**config.mk**
```make
export PLATFORM = sky130hd
export DESIGN_NAME = sprite_rle_frame_decoder_top
export DESIGN_NICKNAME = d
export VERILOG_FILES = /design/src/sv/srle_pkg.sv /design/src/sv/sprite_rle_frame_decoder_top.sv /design/src/sv/srle_front.sv /design/src/sv/srle_fifo.sv /design/src/sv/srle_back.sv
export VERILOG_INCLUDE_DIRS = /design/src /design/src/sv
export SDC_FILE = /design/constraint.sdc
export NUM_CORES = 1
export LEC_CHECK = 0
export ABC_CLOCK_PERIOD_IN_PS = 11600
export BUFFER_PORTS_ARGS = -buffer_cell sky130_fd_sc_hd__buf_4
export CAP_MARGIN = 20
export CORE_ASPECT_RATIO = 1.25
export CORE_MARGIN = 8
export CORE_UTILIZATION = 45
export CTS_CLUSTER_DIAMETER = 40
export DETAILED_ROUTE_END_ITERATION = 10
export REMOVE_ABC_BUFFERS = 1
export SLEW_MARGIN = 20
export SYNTH_ARGS = -nofsm -noshare
export SYNTH_HDL_FRONTEND = slang
export SYNTH_SLANG_ARGS = --single-unit
```
**constraint.sdc**
```tcl
create_clock -name clk -period 11.6 [get_ports clk]
set_clock_uncertainty 0.2 [all_clocks]
set_input_delay 2.32 -clock clk [delete_from_list [all_inputs] [get_ports clk]]
set_output_delay 2.32 -clock clk [all_outputs]
set_load 0.01 [all_outputs]
```
**src/sv/sprite_rle_frame_decoder_top_macros.svh**
```systemverilog
// Assertion macros shared by the sprite RLE decoder modules.
// No dependencies; included by the files that carry assertions.
`ifndef SPRITE_RLE_FRAME_DECODER_TOP_MACROS_SVH
`define SPRITE_RLE_FRAME_DECODER_TOP_MACROS_SVH

// Same-cycle implication, disabled during reset.
`define SRLE_ASSERT_NOW(label, clk, rst_n, ante, cons, msg) \
	label: assert property (@(posedge clk) disable iff (!rst_n) (ante) |-> (cons)) \
		else $error(msg);

// Next-cycle implication, disabled during reset.
`define SRLE_ASSERT_NEXT(label, clk, rst_n, ante, cons, msg) \
	label: assert property (@(posedge clk) disable iff (!rst_n) (ante) |=> (cons)) \
		else $error(msg);

`endif

```
**src/sv/srle_pkg.sv**
```systemverilog
// Shared types, constants and helpers for the sprite RLE frame decoder.
// No dependencies.
package srle_pkg;

	localparam int unsigned MAX_DIM  = 2048;
	localparam int unsigned DIM_W    = 12;
	localparam int unsigned LIT_W    = 7;
	localparam int unsigned OFF_W    = 22;
	localparam int unsigned QDEPTH   = 4;
	localparam int unsigned QAW      = $clog2(QDEPTH);
	localparam int unsigned QCW      = $clog2(QDEPTH + 1);

	localparam logic [7:0]       END_OF_ROW = 8'h80;
	localparam logic [DIM_W-1:0] COL_MAX    = {DIM_W{1'b1}};
	localparam logic [DIM_W-1:0] DIM_LIMIT  = DIM_W'(MAX_DIM);

	// Configuration register indexes
	localparam logic [1:0] REG_WIDTH  = 2'd0;
	localparam logic [1:0] REG_HEIGHT = 2'd1;
	localparam logic [1:0] REG_FLIP   = 2'd2;

	typedef struct packed {
		logic [DIM_W-1:0] width;
		logic [DIM_W-1:0] height;
		logic             flip;
	} cfg_t;

	// One literal pixel waiting for its address
	typedef struct packed {
		logic [DIM_W-1:0] row;
		logic [DIM_W-1:0] col;
		logic [7:0]       pal;
	} pix_t;

	function automatic logic [DIM_W-1:0] eff_dim(input logic [DIM_W-1:0] v);
		return (v > DIM_LIMIT) ? DIM_LIMIT : v;
	endfunction

	function automatic logic [DIM_W-1:0] sat_add(input logic [DIM_W-1:0] a,
			input logic [LIT_W-1:0] b);
		logic [DIM_W:0] sum;
		sum = {1'b0, a} + {{(DIM_W + 1 - LIT_W){1'b0}}, b};
		return sum[DIM_W] ? COL_MAX : sum[DIM_W-1:0];
	endfunction

endpackage

```
**src/sv/sprite_rle_frame_decoder_top.sv**
```systemverilog
// Top level of the sprite RLE frame decoder: config registers, front, queue, back.
// Depends on srle_pkg, srle_front, srle_fifo, srle_back.
//
//  port group   dir   width       contents
//  s_*          in    8 + 1       coded byte word, frame start flag in tuser
//  m_*          out   32 + 1      pixel offset and palette index, outside flag in tuser
//  cfg_*        in    2 + 12      register index and write data
//
// One coded byte is taken per cycle while the queue is not full; a literal is queued when its
// byte is taken. The single row*width multiply in the back end is registered into the output.
// A four-entry queue decouples the byte front end from the output; s_tready drops
// only when that queue is full. Reset clears position, run count and queue; registers
// come up as width 1, height 1, no flip.
module sprite_rle_frame_decoder_top (
	input  logic        clk,
	input  logic        arst_n,
	input  logic        s_tvalid,
	output logic        s_tready,
	input  logic [7:0]  s_tdata,   // [7:0] coded_byte
	input  logic        s_tuser,   // [0] frame_start
	output logic        m_tvalid,
	input  logic        m_tready,
	output logic [31:0] m_tdata,   // [21:0] pixel_offset, [29:22] palette_index, [31:30] zero
	output logic        m_tuser,   // [0] outside_frame
	input  logic        cfg_valid,
	output logic        cfg_ready,
	input  logic [1:0]  cfg_index,
	input  logic [11:0] cfg_data
);
	import srle_pkg::*;

	cfg_t             cfg_q;
	logic             q_full, q_empty, q_push, q_pop;
	pix_t             q_wdata, q_rdata;
	logic [OFF_W-1:0] offset;
	logic [7:0]       pal;

	assign cfg_ready = 1'b1;

	always_ff @(posedge clk or negedge arst_n) begin
		if (!arst_n) begin
			cfg_q.width  <= DIM_W'(1);
			cfg_q.height <= DIM_W'(1);
			cfg_q.flip   <= 1'b0;
		end else if (cfg_valid && cfg_ready) begin
			unique case (cfg_index)
				REG_WIDTH:  cfg_q.width  <= cfg_data;
				REG_HEIGHT: cfg_q.height <= cfg_data;
				REG_FLIP:   cfg_q.flip   <= cfg_data[0];
				default:    cfg_q        <= cfg_q;
			endcase
		end
	end

	srle_front u_front (
		.clk      (clk),
		.arst_n   (arst_n),
		.cfg      (cfg_q),
		.in_valid (s_tvalid),
		.in_ready (s_tready),
		.in_byte  (s_tdata),
		.in_start (s_tuser),
		.q_full   (q_full),
		.q_push   (q_push),
		.q_data   (q_wdata)
	);

	srle_fifo u_fifo (
		.clk    (clk),
		.arst_n (arst_n),
		.push   (q_push),
		.wdata  (q_wdata),
		.pop    (q_pop),
		.rdata  (q_rdata),
		.full   (q_full),
		.empty  (q_empty)
	);

	srle_back u_back (
		.clk         (clk),
		.arst_n      (arst_n),
		.cfg         (cfg_q),
		.q_empty     (q_empty),
		.q_data      (q_rdata),
		.q_pop       (q_pop),
		.out_valid   (m_tvalid),
		.out_ready   (m_tready),
		.out_offset  (offset),
		.out_pal     (pal),
		.out_outside (m_tuser)
	);

	assign m_tdata = {2'b00, pal, offset};

endmodule

```
**src/sv/srle_front.sv**
```systemverilog
// Front end: accepts coded bytes, tracks column/row/run state, queues literals.
// Depends on srle_pkg.
`include "sprite_rle_frame_decoder_top_macros.svh"

module srle_front (
	input  logic              clk,
	input  logic              arst_n,
	input  srle_pkg::cfg_t    cfg,
	input  logic              in_valid,
	output logic              in_ready,
	input  logic [7:0]        in_byte,
	input  logic              in_start,
	input  logic              q_full,
	output logic              q_push,
	output srle_pkg::pix_t    q_data
);
	import srle_pkg::*;

	logic [DIM_W-1:0] col_q, row_q;
	logic [LIT_W-1:0] lit_q;
	logic [DIM_W-1:0] col_base, row_base, col_n, row_n, h_eff;
	logic [LIT_W-1:0] lit_base, lit_n;
	logic             accept;

	assign in_ready = !q_full;
	assign accept   = in_valid && in_ready;
	assign h_eff    = eff_dim(cfg.height);

	always_comb begin
		// Frame start clears column and run count and sets the start row before the byte is decoded
		col_base = in_start ? '0 : col_q;
		lit_base = in_start ? '0 : lit_q;
		row_base = in_start ? (cfg.flip ? '0 : h_eff - 1'b1) : row_q;
		col_n = col_base;
		row_n = row_base;
		lit_n = lit_base;
		q_push = 1'b0;
		if (lit_base != '0) begin
			q_push = accept;
			col_n = sat_add(col_base, LIT_W'(1));
			lit_n = lit_base - 1'b1;
		end else if (in_byte == END_OF_ROW) begin
			col_n = '0;
			row_n = cfg.flip ? row_base + 1'b1 : row_base - 1'b1;
		end else if (in_byte[7]) begin
			col_n = sat_add(col_base, in_byte[LIT_W-1:0]);
		end else begin
			lit_n = in_byte[LIT_W-1:0];
		end
		q_data.row = row_base;
		q_data.col = col_base;
		q_data.pal = in_byte;
	end

	always_ff @(posedge clk or negedge arst_n) begin
		if (!arst_n) begin
			col_q <= '0;
			row_q <= '0;
			lit_q <= '0;
		end else if (accept) begin
			col_q <= col_n;
			row_q <= row_n;
			lit_q <= lit_n;
		end
	end

	`SRLE_ASSERT_NEXT(a_lit_count_down, clk, arst_n, accept && !in_start && lit_q != '0, lit_q == $past(lit_q) - 1'b1, "literal count did not step down")
	`SRLE_ASSERT_NOW(a_push_only_in_run, clk, arst_n, q_push, accept && (in_start || lit_q != '0) && !in_start, "literal queued outside a run")

endmodule

```
**src/sv/srle_fifo.sv**
```systemverilog
// Short queue of literal pixels between front and back ends.
// Depends on srle_pkg.
`include "sprite_rle_frame_decoder_top_macros.svh"

module srle_fifo (
	input  logic           clk,
	input  logic           arst_n,
	input  logic           push,
	input  srle_pkg::pix_t wdata,
	input  logic           pop,
	output srle_pkg::pix_t rdata,
	output logic           full,
	output logic           empty
);
	import srle_pkg::*;

	pix_t           mem_q [QDEPTH];
	logic [QAW-1:0] wr_ptr_q, rd_ptr_q;
	logic [QCW-1:0] cnt_q;

	assign full  = (cnt_q == QCW'(QDEPTH));
	assign empty = (cnt_q == '0);
	assign rdata = mem_q[rd_ptr_q];

	always_ff @(posedge clk) begin
		if (push) begin
			mem_q[wr_ptr_q] <= wdata;
		end
	end

	always_ff @(posedge clk or negedge arst_n) begin
		if (!arst_n) begin
			wr_ptr_q <= '0;
			rd_ptr_q <= '0;
			cnt_q    <= '0;
		end else begin
			if (push) begin
				wr_ptr_q <= wr_ptr_q + 1'b1;
			end
			if (pop) begin
				rd_ptr_q <= rd_ptr_q + 1'b1;
			end
			unique case ({push, pop})
				2'b10:   cnt_q <= cnt_q + 1'b1;
				2'b01:   cnt_q <= cnt_q - 1'b1;
				default: cnt_q <= cnt_q;
			endcase
		end
	end

	`SRLE_ASSERT_NOW(a_no_overflow, clk, arst_n, push, !full, "push into full queue")
	`SRLE_ASSERT_NOW(a_no_underflow, clk, arst_n, pop, !empty, "pop from empty queue")
	`SRLE_ASSERT_NEXT(a_count_grows, clk, arst_n, push && !pop, cnt_q == $past(cnt_q) + 1'b1, "queue count did not grow on push")

endmodule

```
**src/sv/srle_back.sv**
```systemverilog
// Back end: forms pixel offset and bounds flag, holds the output word.
// Depends on srle_pkg.
module srle_back (
	input  logic                         clk,
	input  logic                         arst_n,
	input  srle_pkg::cfg_t               cfg,
	input  logic                         q_empty,
	input  srle_pkg::pix_t               q_data,
	output logic                         q_pop,
	output logic                         out_valid,
	input  logic                         out_ready,
	output logic [srle_pkg::OFF_W-1:0]   out_offset,
	output logic [7:0]                   out_pal,
	output logic                         out_outside
);
	import srle_pkg::*;

	logic [DIM_W-1:0]   w_eff, h_eff;
	logic [2*DIM_W-1:0] prod;
	logic [2*DIM_W-1:0] addr;
	logic               outside;
	logic               valid_q;
	logic [OFF_W-1:0]   offset_q;
	logic [7:0]         pal_q;
	logic               outside_q;

	assign w_eff   = eff_dim(cfg.width);
	assign h_eff   = eff_dim(cfg.height);
	assign outside = (q_data.col >= w_eff) || (q_data.row >= h_eff);
	assign prod    = q_data.row * w_eff;
	assign addr    = prod + {{DIM_W{1'b0}}, q_data.col};
	// Advance when the output word is free or being taken
	assign q_pop   = !q_empty && (!valid_q || out_ready);

	always_ff @(posedge clk or negedge arst_n) begin
		if (!arst_n) begin
			valid_q <= 1'b0;
		end else if (q_pop) begin
			valid_q <= 1'b1;
		end else if (out_ready) begin
			valid_q <= 1'b0;
		end
	end

	always_ff @(posedge clk) begin
		if (q_pop) begin
			offset_q  <= outside ? '0 : addr[OFF_W-1:0];
			pal_q     <= q_data.pal;
			outside_q <= outside;
		end
	end

	assign out_valid   = valid_q;
	assign out_offset  = offset_q;
	assign out_pal     = pal_q;
	assign out_outside = outside_q;

endmodule

```
==> results.md <==
* Highest-count cells in the layout ignoring fill and taps: inv_1, edfxtp_1, nor2_1
* Routed vias/inst at 5.46
* Final #Nets at roughly 1,800
* Total CTS buffers at 29
* R2r worst-path depth at 20
* Yosys reg bits at ~220
* Filler instances at 3,077
* Max-cap violation count at 0
* Maximum clock frequency at 0.132 GHz
* Die Ht at 225 microns
* Area Growth Syn to Fin at 12.9%
* Grt ovf at 0
* FFs w/ async S/R, synth at 28.7%
* Slew Limit Fails at 0
* Total GRT Usage at 18.6%
* Clk sinks at 223
* CTS tree: yes
* Critical path arrival at 7.75 ns
* Hold Crit Class: reg -> reg
* Worst Setup Path Type: reg -> reg
* Outcome: finished clean
* First-pass GRT wire length at 61,200 microns
* HPWL Detailed at ~28,000 microns
* Placement Cell Area at about 0.017 sq mm
* IO Port Bufs at 60
* Post-CTS Resized at 0
* Drt pass-1 iters at 5
* Wirelength per Cell at 18.7 microns
* H-tree depth at 1
* Post-synth EDFFs at 159
* Site row count at 76
* RSZ-0062 raised after global routing: false
* RD Place Congestion at 0.902
* Worst Path Required at roughly 12 ns
* Cell Area, Synth at 0.0157 sq mm
* Sequential-to-total area share from yosys stat at 40.6%
* Distinct cell type count after synthesis at 70
* Top cells by area, synth: edfxtp_1, fa_1, dfrtp_1, ha_1, inv_1
* Hold_buf cts at 0
* DRT Wirelength at approximately 37,000 microns
* Main synth FF type: edfxtp_1
* Element type at the critical path end: register
* Postcts setup bufs at 0
* Slew headroom at 32.0%
* Most used cell, CP: fa_1
* Max FO, Critical Path at 36
* Antenna violations before repair at 0
* Initial Util at 45.6%
* Final Cycle Share at between 60 and 70%
* Number of global-route vias before repair at ~11,000
* Via count at roughly 11,000
* Final Hold Fails at 0
* Syn Inst Count at between 1,000 and 1,500
* Reg clk slew, reported paths at 0.06 ns
* Clock root buffer: clkbuf_16
* Final setup viols at 0
* Crit-path cells: buf_4 > mux2_2 > o21ai_1 > inv_1 > nand2_1 > fa_1 > fa_1 > inv_1 > fa_1 > fa_1 > inv_1 > fa_1 > inv_1 > ha_1 > and4_1 > a32oi_1 > nor2_1 > o311a_1 > o21ai_0 > nor3b_1
* Pin count of the biggest net entering global routing at 65
* Slowest CP cell: o21ai_1
* Antenna-violating nets left at 0
* Final core occ at 51.5%
* Die area at 0.0412 sq mm
* Synth area leader: edfxtp_1
* Mapped Avg Cell Area at about 11 sq um
* Io pins at 64
* Tightest Pin Transition at 1.01 ns
* Clk buf depth at 3
* Die X at 183 microns
* Hold slack at 0.280 ns
* Post-route minimum period at 7.57 ns
* Finished Cell Area at 0.0177 sq mm
* Post-synth top area share at 30.4%
* Ratio of cells with drive above 1 in the final layout at 12.9%
* Synth warnings at 0
* Hold Path Depth at 2
* Detailed-route DRC error count at 0
* Setup TNS at 0 ns
* CP Launch Type: register
* Clock Latency Late Sink at 0.57 ns
* # diodes at 0
* Core region area at 0.0344 sq mm
* Initial DRC Count at 619
* Largest stage delay, worst path at approximately 0.63 ns
* Commonest non-fill, non-tap cell in the layout: inv_1
## registers in the layout (all words and copies together), names as in the netlist
name / cells
u_fifo.wr_ptr_q: 2
u_back.out_valid: 1
u_fifo.cnt_q: 3
u_back.out_outside: 1
u_fifo.mem_q: 128
u_front.row_q: 12
u_back.out_offset: 22
u_front.col_q: 12
u_front.lit_q: 7
cfg_q: 25
u_back.out_pal: 8
u_fifo.rd_ptr_q: 2
## metrics by stage
stage | setup WS, ns | cells
detailed placement | 4.13 | 1946
global placement | 4.16 | 1946
floorplan | 4.42 | 1402
CTS | 4.04 | 2000
global route | 3.74 | 2000
finish | 4.03 | 2000
## worst max-delay path, delay by kind of cell (launching register included)
family | cells | cell delay (ns)
fa+ha+maj | 6 | 2.95
compound gates | 4 | 1.47
buf+inv | 5 | 1.05
simple gates | 4 | 0.76
flops | 1 | 0.52
mux | 1 | 0.40
## cells in the mapped netlist (9+ instances only)
cell type	count
a211oi_1	10
a21o_1	18
a21oi_1	48
and3_1	11
clkbuf_1	36
dfrtp_1	62
edfxtp_1	159
fa_1	113
ha_1	109
inv_1	191
mux2_2	37
mux2i_1	23
mux4_2	20
nand2_1	123
nand3_1	25
nor2_1	155
nor2b_1	27
nor3_1	14
o21a_1	9
o21ai_0	82
o21ai_1	12
xnor2_1	28
xor2_1	14
## cell families after synthesis
kind of cell,Yosys count,synth area share [%]
other,2,0.0478
DFF,223,40.6
buffers and inverters,246,5.99
AOI/OAI and AO/OA,244,9.81
adders and majority gates,222,23.1
and+or+nand+nor,393,11.1
muxes,80,6.99
xor gates and xnor gates,42,2.34
## per-layer routing
layer	part of all wire, %	global-route usage, %	vias up
li1	-	-	5110
met1	42	22.8	5465
met2	50	33.1	265
met3	4.1	2.29	79
met4	3.4	7.15	0
met5	0	0	-
## area by class of cell
| class | instances | area [sq um] | share of cell area [%] |
|---|---|---|---|
| Tap cell | 468 | 586 | 3.30 |
| Clock buffer | 34 | 764 | 4.31 |
| Sequential cell | 223 | 6380 | 36.0 |
| Inverter | 195 | 732 | 4.13 |
| Clock inverter | 20 | 287 | 1.62 |
| Multi-Input combinational cell | 984 | 8410 | 47.4 |
| Timing Repair Buffer | 76 | 571 | 3.22 |
## path summary, 6_finish.rpt
| kind | slack, ns | endpoint | from |
|---|---|---|---|
| worst min register to register | 0.28 | u_front.row_q[8]$_DFFE_PN0P_ | u_front.row_q[8]$_DFFE_PN0P_ |
| max in group asynchronous | 8.83 | u_fifo.rd_ptr_q[0]$_DFFE_PN0P_ | arst_n |
| min in group asynchronous | 1.71 | u_front.row_q[9]$_DFFE_PN0P_ | arst_n |
| worst min-delay path | 0.28 | u_front.row_q[8]$_DFFE_PN0P_ | u_front.row_q[8]$_DFFE_PN0P_ |
| worst max register to register | 4.03 | u_back.out_offset[20]$_SDFFCE_PP0P_ | u_fifo.rd_ptr_q[1]$_DFFE_PN0P_ |
| worst max-delay path | 4.03 | u_back.out_offset[20]$_SDFFCE_PP0P_ | u_fifo.rd_ptr_q[1]$_DFFE_PN0P_ |
Power is left out: the tool's default activity adds up to more than one toggle a clock period on the data nets, which glitch-free logic cannot reach.
